$ cat src/rtl/mexpdiv_pkg.sv
// Shared constants for the modular exponent and divide block.
`timescale 1ns / 1ps
`default_nettype none

package mexpdiv_pkg;

  // Width of the operand and result ports and of the modulus write data.
  localparam int unsigned DATA_W = 32;

  // Modulus held after reset.
  localparam logic [DATA_W-1:0] MODULUS_RESET = 32'd1000000007;

  // Operation codes carried on the opcode port.
  localparam logic OP_POWER  = 1'b0;
  localparam logic OP_DIVIDE = 1'b1;

endpackage : mexpdiv_pkg

`default_nettype wire

$ cat src/rtl/modular_exponent_and_divide_top.sv
// Modular power and Fermat-inverse division on one shared bit-serial modular multiplier.
// From acceptance to out_valid: reduce the operand mod m, then per exponent bit test it,
// multiply it in when it is set and square (no squaring after the top bit), then finish;
// divide mode also reduces the dividend and multiplies once more. Power with exponent zero
// or a zero modulus skips to the finish. One transaction at a time: none taken until done.
// Synchronous active-high reset idles the sequencer, drops out_valid and loads 1000000007.
`timescale 1ns / 1ps
`default_nettype none

module modular_exponent_and_divide_top #(
  parameter int unsigned MOD_WIDTH = 32,
  parameter int unsigned EXP_WIDTH = 32
) (
  input  wire logic                           clk,
  input  wire logic                           rst,
  input  wire logic                           cfg_valid,
  output logic                                cfg_ready,
  input  wire logic [mexpdiv_pkg::DATA_W-1:0] cfg_data,
  input  wire logic                           in_valid,
  output logic                                in_ready,
  input  wire logic                           opcode,
  input  wire logic [mexpdiv_pkg::DATA_W-1:0] operand_a,
  input  wire logic [mexpdiv_pkg::DATA_W-1:0] operand_b,
  output logic                                out_valid,
  input  wire logic                           out_ready,
  output logic [mexpdiv_pkg::DATA_W-1:0]      result
);

  import mexpdiv_pkg::*;

  localparam int unsigned E_W   = (EXP_WIDTH > MOD_WIDTH) ? EXP_WIDTH : MOD_WIDTH;
  localparam int unsigned Y_W   = (DATA_W > MOD_WIDTH) ? DATA_W : MOD_WIDTH;
  localparam int unsigned CNT_W = $clog2(Y_W + 1);

  typedef enum logic [2:0] {
    S_IDLE,
    S_RED_BASE,
    S_POW,
    S_MUL_ACC,
    S_MUL_SQ,
    S_RED_A,
    S_FINAL_MUL,
    S_FINISH
  } state_t;

  state_t               state;
  logic [MOD_WIDTH-1:0] modulus;
  logic                 op;
  logic [DATA_W-1:0]    a_hold;
  logic [E_W-1:0]       expo;
  logic [MOD_WIDTH-1:0] pacc;
  logic [MOD_WIDTH-1:0] sq;

  // Shared bit-serial modular unit: each step doubles the accumulator, brings in one bit
  // (reduction) or adds the multiplicand when the multiplier bit is set, and reduces mod m.
  logic [MOD_WIDTH-1:0] u_acc;
  logic [MOD_WIDTH-1:0] u_x;
  logic [Y_W-1:0]       u_y;
  logic [CNT_W-1:0]     u_cnt;
  logic                 u_reduce;
  logic [MOD_WIDTH-1:0] u_acc_next;

  logic                 u_bit;
  logic [MOD_WIDTH:0]   m_ext;
  logic [MOD_WIDTH:0]   dbl;
  logic [MOD_WIDTH:0]   dbl_red;
  logic [MOD_WIDTH:0]   sum;
  logic [MOD_WIDTH:0]   sum_red;

  logic                 in_fire;
  logic [E_W-1:0]       expo_in;
  logic [MOD_WIDTH-1:0] one_mod;

  assign cfg_ready = 1'b1;
  assign in_ready  = (state == S_IDLE);
  assign in_fire   = in_valid && in_ready;

  always_comb begin
    u_bit   = u_y[Y_W-1];
    m_ext   = {1'b0, modulus};
    dbl     = {u_acc, (u_reduce && u_bit)};
    dbl_red = (dbl >= m_ext) ? (dbl - m_ext) : dbl;
    sum     = dbl_red + ((!u_reduce && u_bit) ? {1'b0, u_x} : '0);
    sum_red = (sum >= m_ext) ? (sum - m_ext) : sum;
    u_acc_next = sum_red[MOD_WIDTH-1:0];
  end

  always_comb begin
    if (opcode == OP_DIVIDE) begin
      expo_in = (modulus >= MOD_WIDTH'(2)) ? E_W'(modulus - MOD_WIDTH'(2)) : '0;
    end else begin
      expo_in = E_W'(EXP_WIDTH'(operand_b));
    end
    one_mod = (modulus == MOD_WIDTH'(1)) ? '0 : MOD_WIDTH'(1);
  end

  always_ff @(posedge clk) begin
    if (rst) begin
      state     <= S_IDLE;
      out_valid <= 1'b0;
      u_cnt     <= '0;
      modulus   <= MOD_WIDTH'(MODULUS_RESET);
    end else begin
      if (cfg_valid) begin
        modulus <= MOD_WIDTH'(cfg_data);
      end
      // In the finishing step a new result takes the place of the one being accepted.
      if (out_valid && out_ready && state != S_FINISH) begin
        out_valid <= 1'b0;
      end
      if (u_cnt != '0) begin
        u_acc <= u_acc_next;
        u_y   <= u_y << 1;
        u_cnt <= u_cnt - CNT_W'(1);
      end

      unique case (state)
        S_IDLE: begin
          if (in_fire) begin
            op     <= opcode;
            a_hold <= operand_a;
            expo   <= expo_in;
            if (modulus == '0) begin
              pacc  <= '0;
              state <= S_FINISH;
            end else if (opcode == OP_POWER && expo_in == '0) begin
              pacc  <= MOD_WIDTH'(1);
              state <= S_FINISH;
            end else begin
              pacc     <= one_mod;
              // Reduce the base (operand a) or the divisor (operand b) modulo m.
              u_acc    <= '0;
              u_x      <= '0;
              u_y      <= Y_W'((opcode == OP_DIVIDE) ? operand_b : operand_a) << (Y_W - DATA_W);
              u_cnt    <= CNT_W'(DATA_W);
              u_reduce <= 1'b1;
              state    <= S_RED_BASE;
            end
          end
        end

        S_RED_BASE: begin
          if (u_cnt == '0) begin
            sq    <= u_acc;
            state <= S_POW;
          end
        end

        S_POW: begin
          if (expo == '0) begin
            if (op == OP_DIVIDE) begin
              u_acc    <= '0;
              u_x      <= '0;
              u_y      <= Y_W'(a_hold) << (Y_W - DATA_W);
              u_cnt    <= CNT_W'(DATA_W);
              u_reduce <= 1'b1;
              state    <= S_RED_A;
            end else begin
              state <= S_FINISH;
            end
          end else if (expo[0]) begin
            u_acc    <= '0;
            u_x      <= pacc;
            u_y      <= Y_W'(sq) << (Y_W - MOD_WIDTH);
            u_cnt    <= CNT_W'(MOD_WIDTH);
            u_reduce <= 1'b0;
            state    <= S_MUL_ACC;
          end else begin
            expo     <= expo >> 1;
            u_acc    <= '0;
            u_x      <= sq;
            u_y      <= Y_W'(sq) << (Y_W - MOD_WIDTH);
            u_cnt    <= CNT_W'(MOD_WIDTH);
            u_reduce <= 1'b0;
            state    <= S_MUL_SQ;
          end
        end

        S_MUL_ACC: begin
          if (u_cnt == '0) begin
            pacc <= u_acc;
            expo <= expo >> 1;
            // The squaring after the last set bit would never be used, so it is skipped.
            if ((expo >> 1) == '0) begin
              state <= S_POW;
            end else begin
              u_acc    <= '0;
              u_x      <= sq;
              u_y      <= Y_W'(sq) << (Y_W - MOD_WIDTH);
              u_cnt    <= CNT_W'(MOD_WIDTH);
              u_reduce <= 1'b0;
              state    <= S_MUL_SQ;
            end
          end
        end

        S_MUL_SQ: begin
          if (u_cnt == '0) begin
            sq    <= u_acc;
            state <= S_POW;
          end
        end

        S_RED_A: begin
          if (u_cnt == '0) begin
            u_acc    <= '0;
            u_x      <= pacc;
            u_y      <= Y_W'(u_acc) << (Y_W - MOD_WIDTH);
            u_cnt    <= CNT_W'(MOD_WIDTH);
            u_reduce <= 1'b0;
            state    <= S_FINAL_MUL;
          end
        end

        S_FINAL_MUL: begin
          if (u_cnt == '0) begin
            pacc  <= u_acc;
            state <= S_FINISH;
          end
        end

        S_FINISH: begin
          if (!out_valid || out_ready) begin
            result    <= DATA_W'(pacc);
            out_valid <= 1'b1;
            state     <= S_IDLE;
          end
        end

        default: begin
          state <= S_IDLE;
        end
      endcase
    end
  end

  // The shared unit keeps its accumulator reduced on every step.
  a_unit_reduced: assert property (@(posedge clk) disable iff (rst)
    (u_cnt != '0) |-> (u_acc < modulus))
    else $error("modular unit accumulator not below the modulus");

  // Both running values are reduced whenever an exponent bit is examined.
  a_pow_reduced: assert property (@(posedge clk) disable iff (rst)
    (state == S_POW) |-> (sq < modulus && pacc < modulus))
    else $error("power loop operands not below the modulus");

  // Once a transaction is taken the block stays busy for at least the next cycle.
  a_busy_after_accept: assert property (@(posedge clk) disable iff (rst)
    in_fire |=> !in_ready)
    else $error("input accepted again straight after a transaction");

  // A result appears only from the finishing step of the sequencer.
  a_result_source: assert property (@(posedge clk) disable iff (rst)
    $rose(out_valid) |-> $past(state == S_FINISH))
    else $error("result raised outside the finishing step");

endmodule : modular_exponent_and_divide_top

`default_nettype wire

$ cat config.mk
export PLATFORM = sky130hd
export DESIGN_NAME = modular_exponent_and_divide_top
export DESIGN_NICKNAME = d
export VERILOG_FILES = /design/src/rtl/mexpdiv_pkg.sv /design/src/rtl/modular_exponent_and_divide_top.sv
export SDC_FILE = /design/constraint.sdc
export NUM_CORES = 1
export LEC_CHECK = 0
export ABC_CLOCK_PERIOD_IN_PS = 19400
export BUFFER_PORTS_ARGS = -buffer_cell sky130_fd_sc_hd__buf_2
export CORE_MARGIN = 4
export CORE_UTILIZATION = 66
export DETAILED_ROUTE_END_ITERATION = 10
export PLACE_DENSITY_LB_ADDON = 0.1
export SYNTH_ARGS = -nofsm -noshare
export SYNTH_HDL_FRONTEND = slang
export SYNTH_SLANG_ARGS = --single-unit
$ cat constraint.sdc
create_clock -name clk -period 19.4 [get_ports clk]
set_clock_uncertainty 0.15 [all_clocks]
set_input_delay 3.88 -clock clk [delete_from_list [all_inputs] [get_ports clk]]
set_output_delay 3.88 -clock clk [all_outputs]
set_load 0.05 [all_outputs]
# --- After elaboration in Yosys (flattened, before gate mapping) ---
# Index checks and enable logic that the tools add are counted.
classes:
  add_sub_neg: 5
  magnitude_cmp: 3
  eq_ne: 22
  n_mux: 82
  n_bitwise: 2
  reduce_logical: 29
op_table:
  columns: ["operator", "count"]
  rows:
  - ["$mux 32", 38]
  - ["$pmux 32 s4", 3]
  - ["$logic_not 32->1", 4]
  - ["$pmux 32 s3", 1]
  - ["$ge 33x32->1", 2]
  - ["$pmux 32 s2", 1]
  - ["$mux 6", 9]
  - ["$add 33x32->33", 1]
  - ["$mux 3", 11]
  - ["$mux 33", 1]
  - ["$sub 33x32->33", 1]
  - ["$eq 32x1->1 const B", 1]
  - ["$ge 32x2->1 const B", 1]
  - ["$sub 32x2->32 const B", 1]
  - ["$sub 32x32->32", 1]
  - ["$pmux 6 s4", 1]
  - ["$pmux 3 s7", 1]
  - ["$ne 2x2->1 const B", 9]
  - ["$mux 1", 14]
  - ["$eq 3x3->1 const B", 4]
  - ["$reduce_and 6->1", 2]
  - ["$reduce_and 3->1", 3]
  - ["$reduce_and 9->1", 1]
  - ["$eq 3x2->1 const B", 2]
  - ["other kinds (19)", 30]
totals:
  register_bits: 300
  in_bits: 102
  out_inout_bits: 35
  word_cells: 158

# --- Logic depth before layout (Yosys ltp) ---
logic_depth:
  depth_word: 11
  ltp_mapped: 35
  mapped_depth_nobuf: 33

# --- Worst setup path before layout ---
# Ideal clock, no wire load.
synth_timing:
  kind: "flip-flop to flip-flop"
  start: "register modulus[13]"
  end: "register u_acc[10] (data pin)"
  setup_ps: 271
  arrival_ps: 7022
  required_time_ps: 18979
  path_slack_ps: 11957
  path_stages_with_launch: 31
  path_buffers: 3
  period_less_slack_ps: 7443
  cell_sequence: "dfxtp_1 -> inv_1 -> ha_1 -> clkbuf_1 -> and3_1 -> nand3_1 -> nor3_1 -> o21ai_0 -> a21boi_0 -> nor3_1 -> o31ai_1 -> clkbuf_1 -> mux2_2 -> ha_1 -> and3_1 -> a221oi_1 -> a21boi_0 -> o311a_1 -> nand3b_1 -> a21oi_1 -> xnor2_1 -> ha_1 -> o21ai_0 -> nand2b_1 -> and3_1 -> a221o_1 -> a211o_1 -> a21oi_1 -> o21a_1 -> clkbuf_1 -> o311ai_1"
synth_via:
  elab_chain_cells: 10
  word_cells_on_any_way: 24
  classes_between: "add/sub: 4; order compare: 3; mux: 14; reduce/logical: 3"
synth_rtl:
  columns: ["item", "line_no", "text"]
  rows:
  - ["start, declared", "modular_exponent_and_divide_top.sv:47", "logic [MOD_WIDTH-1:0] modulus;"]
  - ["start signal, assigned", "modular_exponent_and_divide_top.sv:102", "modulus <= MOD_WIDTH'(MODULUS_RESET);"]
  - ["start signal, assigned", "modular_exponent_and_divide_top.sv:105", "modulus <= MOD_WIDTH'(cfg_data);"]
  - ["$sub 33x32->33 or $ge 33x32->1 (tied branches)", "modular_exponent_and_divide_top.sv:82", "dbl_red = (dbl >= m_ext) ? (dbl - m_ext) : dbl;"]
  - ["$mux 33", "modular_exponent_and_divide_top.sv:82", null]
  - ["$add 33x32->33", "modular_exponent_and_divide_top.sv:83", "sum = dbl_red + ((!u_reduce && u_bit) ? {1'b0, u_x} : '0);"]
  - ["$ge 33x32->1 or $sub 32x32->32 (tied branches)", "modular_exponent_and_divide_top.sv:84", "sum_red = (sum >= m_ext) ? (sum - m_ext) : sum;"]
  - ["$mux 32", "modular_exponent_and_divide_top.sv:84", null]
  - ["$mux 32", "modular_exponent_and_divide_top.sv:111", "if (u_cnt != '0) begin"]
  - ["$mux 32", "modular_exponent_and_divide_top.sv:126", "end else if (opcode == OP_POWER && expo_in == '0) begin"]
  - ["$mux 32", "modular_exponent_and_divide_top.sv:123", "if (modulus == '0) begin"]
  - ["$mux 32", "modular_exponent_and_divide_top.sv:119", "if (in_fire) begin"]
  - ["$pmux 32 s4 *", "modular_exponent_and_divide_top.sv:117", "unique case (state)"]
  - ["end signal, assigned", "modular_exponent_and_divide_top.sv:112", "u_acc <= u_acc_next;"]
  - ["end, declared", "modular_exponent_and_divide_top.sv:56", "logic [MOD_WIDTH-1:0] u_acc;"]
# Mark *: on every way between the ends. The rest lies on a longest branch, timed or not.
# A chain may end at the register's enable or synchronous reset.

# --- Worst setup path in the final report ---
layout_timing:
  start: "register u_acc[11]"
  end: "register u_acc[3] (data pin)"
layout_via:
  elab_chain_cells: 10
  word_cells_on_any_way: 17
  classes_between: "add/sub: 3; order compare: 2; mux: 12"
layout_rtl:
  columns: ["item", "line_no"]
  rows:
  - ["$sub 33x32->33 or $ge 33x32->1 (tied branches)", "modular_exponent_and_divide_top.sv:82"]
  - ["$mux 33 *", "modular_exponent_and_divide_top.sv:82"]
  - ["$add 33x32->33 *", "modular_exponent_and_divide_top.sv:83"]
  - ["$ge 33x32->1 or $sub 32x32->32 (tied branches)", "modular_exponent_and_divide_top.sv:84"]
  - ["$mux 32 *", "modular_exponent_and_divide_top.sv:84"]
  - ["$mux 32 *", "modular_exponent_and_divide_top.sv:111"]
  - ["$mux 32", "modular_exponent_and_divide_top.sv:126"]
  - ["$mux 32", "modular_exponent_and_divide_top.sv:123"]
  - ["$mux 32", "modular_exponent_and_divide_top.sv:119"]
  - ["$pmux 32 s4 *", "modular_exponent_and_divide_top.sv:117"]
# Marked as above.

==> results_dict.tcl <==
set metrics [dict create \
    critPathArrivalTime_ns 10.02 \
    initial_detailed_routing_violation_count 3152 \
    worst_path_dominant_cell_family "compound AO/OA/AOI/OAI gates" \
    clk_transition_reported_paths_ns 0.06 \
    path_max_fanout 49 \
    setup_tns_ns 0 \
    effective_utilization_at_floorplan 0.672 \
    gates_resized_cts_repair 0 \
    yosys-mux-area-fraction 0.0450 \
    cts_setup_buffers 0 \
    synth.distinct_cells 84 \
    critical-path-top-cell-by-count "sky130_fd_sc_hd__ha_1" \
    global_route.overflow_total 0 \
    yosysWarningCount 0 \
    final-setup-viol-count 0 \
    critical_path.slowest_cell "sky130_fd_sc_hd__o21a_1" \
    post-route-min-period_ns 9.96 \
    complex_gate_fraction_of_the_synthesized_area 0.240 \
    synth-edff-count 258 \
    cp.buffers_inverters 3 \
    yosysMostFrequentCell "sky130_fd_sc_hd__nand2_1" \
    via_count 20844 \
    firstDrtPassIters 8 \
    detail-route-antenna-nets 0 \
    yosys-top-cells-area "sky130_fd_sc_hd__edfxtp_1 (36%), sky130_fd_sc_hd__ha_1 (5.8%), sky130_fd_sc_hd__a21oi_1 (5.6%)" \
    finalHoldViolCount 0 \
    synth.ff_latch_count 300 \
    timing.critical_path.slowest_cell_delay_ns 1.06 \
    post_synth_fa_ha_maj_area_fraction 0.0611 \
    clk_path_buf_depth 3 \
    worst_hold_path_type "flip-flop to flip-flop" \
    route.detailed.drc 0 \
    n_fill_cell 2258 \
    post_synth_instance_area_um2 21300 \
    synth_ff_type "sky130_fd_sc_hd__edfxtp_1" \
    category_of_the_worst_setup_path_capture_point "flip-flop" \
    dp_hpwl_mm 57.1 \
    clock_tree.htree_level_count 2 \
    synthCells 2356 \
    grt_max_degree 71 \
    grt_setup_unrepaired "no" \
    antenna_found_initial 3 \
    post_synth_most_frequent_cells "sky130_fd_sc_hd__nand2_1 (278), sky130_fd_sc_hd__edfxtp_1 (258), sky130_fd_sc_hd__a21oi_1 (236), sky130_fd_sc_hd__o21ai_0 (170), sky130_fd_sc_hd__nor2_1 (162)" \
    max_freq_ghz 0.100 \
    cts_tree "done" \
    synth_top_family_by_area "compound AO/OA/AOI/OAI gates" \
    final_net_count 2629 \
    period_share 0.513 \
    clock-root-buffer "sky130_fd_sc_hd__clkbuf_16" \
    pin_count 137 \
    cts.sink_count 300 \
    track_usage 0.431 \
    maxSlewViolCount 0 \
    cap_violations 0 \
    worst-setup-path-type "flip-flop to flip-flop" \
    route.detailed.wl_per_inst_um 27.8 \
    synth-seq-area-share 0.404 \
    worst_skew_pair.late_latency_ns 0.55 \
    number_of_buffers_created_by_cts 34 \
    syn_area_per_cell_um2 9.03 \
    grt.busiest_layer "met2" \
    fraction_of_synthesized_cell_area_in_xor_and_xnor_cells 0.0432 \
    postSynthNetCount 2560 \
    io_buffer_count 135 \
    standard_cell_rows 65 \
    final_cells 2854 \
    core_area_um2 31600 \
    post_drt_via_cell_ratio 7.30 \
    chipHeight_um 188 \
    place_congestion 1.02 \
    synth_top_cell_area_share 0.364 \
    fp.dieArea_um2 35200 \
    grt_use_met3 0.159 \
    synth_simple_gate_area_frac 0.169 \
    grt.met1_usage 0.579 \
    synth.largest_area_cell "sky130_fd_sc_hd__edfxtp_1" \
    status "finished clean" \
    worstSetupStartpointType "flip-flop" \
    grt_pass1_vias 19276 \
    share_of_layout_cells_above_drive_strength_1 0.113 \
    slew-limit-headroom 0.138 \
    crit_required_ns 19.47 \
    wire_length_of_the_first_global_routing_pass_mm 117 \
    async_reset_ff_frac 0 \
    placed_cells_incl_taps 2791 \
    areaGrowthSynthToFinish_pct 10.3 \
    finalWorstSetupSlack_ns 9.44 \
    tightestPinTransition_ns 1.29 \
    gr-usage-met2 0.597 \
    cts_hold_buf 0 \
    die_w_um 188 \
    pre_cts_slack_ns 9.66 \
    total_routed_length_mm 79.4 \
]
## placed cells by master, fill, tap and decap left out, types with 61 or more instances in the layout
cell type and instances:
sky130_fd_sc_hd__nor3_1 61, sky130_fd_sc_hd__xnor2_1 78, sky130_fd_sc_hd__inv_1 74, sky130_fd_sc_hd__a21oi_1 232, sky130_fd_sc_hd__nand2_1 278, sky130_fd_sc_hd__edfxtp_1 258, sky130_fd_sc_hd__o21ai_0 170, sky130_fd_sc_hd__ha_1 99
sky130_fd_sc_hd__nor2_1 159, sky130_fd_sc_hd__buf_2 135, sky130_fd_sc_hd__mux2i_1 81
## cell type report
cell class | count | area, um^2 | area share
Multi-Input combinational cell | 1844 | 12000 | 0.511
Sequential cell | 300 | 8590 | 0.366
Clock buffer | 46 | 1020 | 0.0435
Timing Repair Buffer | 170 | 938 | 0.0400
Tap cell | 402 | 503 | 0.0214
Inverter | 75 | 282 | 0.0120
Clock inverter | 15 | 151 | 0.00645
Antenna cell | 2 | 5.00 | 0.000213
## registers in the layout (all words and copies together) (netlist names)
signal and flops:
out_valid 1, sq 32, a_hold 32, u_acc 32
u_y 32, u_cnt 6, state 3, expo 32
pacc 32, op 1, u_reduce 1, modulus 32
u_x 32, result 32
## worst register-to-register path: cells and delay by family, from the launching register on
kind,cells,cell delay (ns)
fa+ha+maj,4,1.41
simple gates,3,0.98
flops,1,0.54
buf+inv,3,0.76
xor+xnor,1,0.29
compound gates,19,5.50
## through the flow
stage	utilization	hold slack, ns	area, um^2
floorplan	-	0.274	21300
CTS	0.742	0.307	23500
global route	0.742	0.326	23500
detailed placement	0.705	0.292	22300
finish	0.742	0.308	23500
global placement	0.705	0.282	22300
## layer usage
layer	routed length, um	vias up
li1	-	9002
met1	28700	9632
met2	31700	1833
met3	12700	375
met4	6260	2
met5	17	-
## cells by family after synthesis
kind of cell	Yosys count
adder cells (fa/ha/maj)	102
multiplexers	94
AND/OR/NAND/NOR	756
XOR/XNOR	105
other	1
AO/OA/AOI/OAI	786
buffers and inverters	212
flip-flops	300
## worst paths after layout
check,from,slack [ns],cells past startpoint,endpoint
setup / recovery,u_acc[11]$_DFFE_PN_,9.44,30,u_acc[3]$_DFFE_PN_
hold / removal,pacc[16]$_SDFFCE_PN0P_,0.31,0,result[16]$_DFFE_PP_
setup reg to reg,u_acc[11]$_DFFE_PN_,9.44,30,u_acc[3]$_DFFE_PN_
hold reg to reg,pacc[16]$_SDFFCE_PN0P_,0.31,0,result[16]$_DFFE_PP_
Power is not shown: default switching activity piles up to over one toggle a cycle in this logic, so the estimate is an artifact.
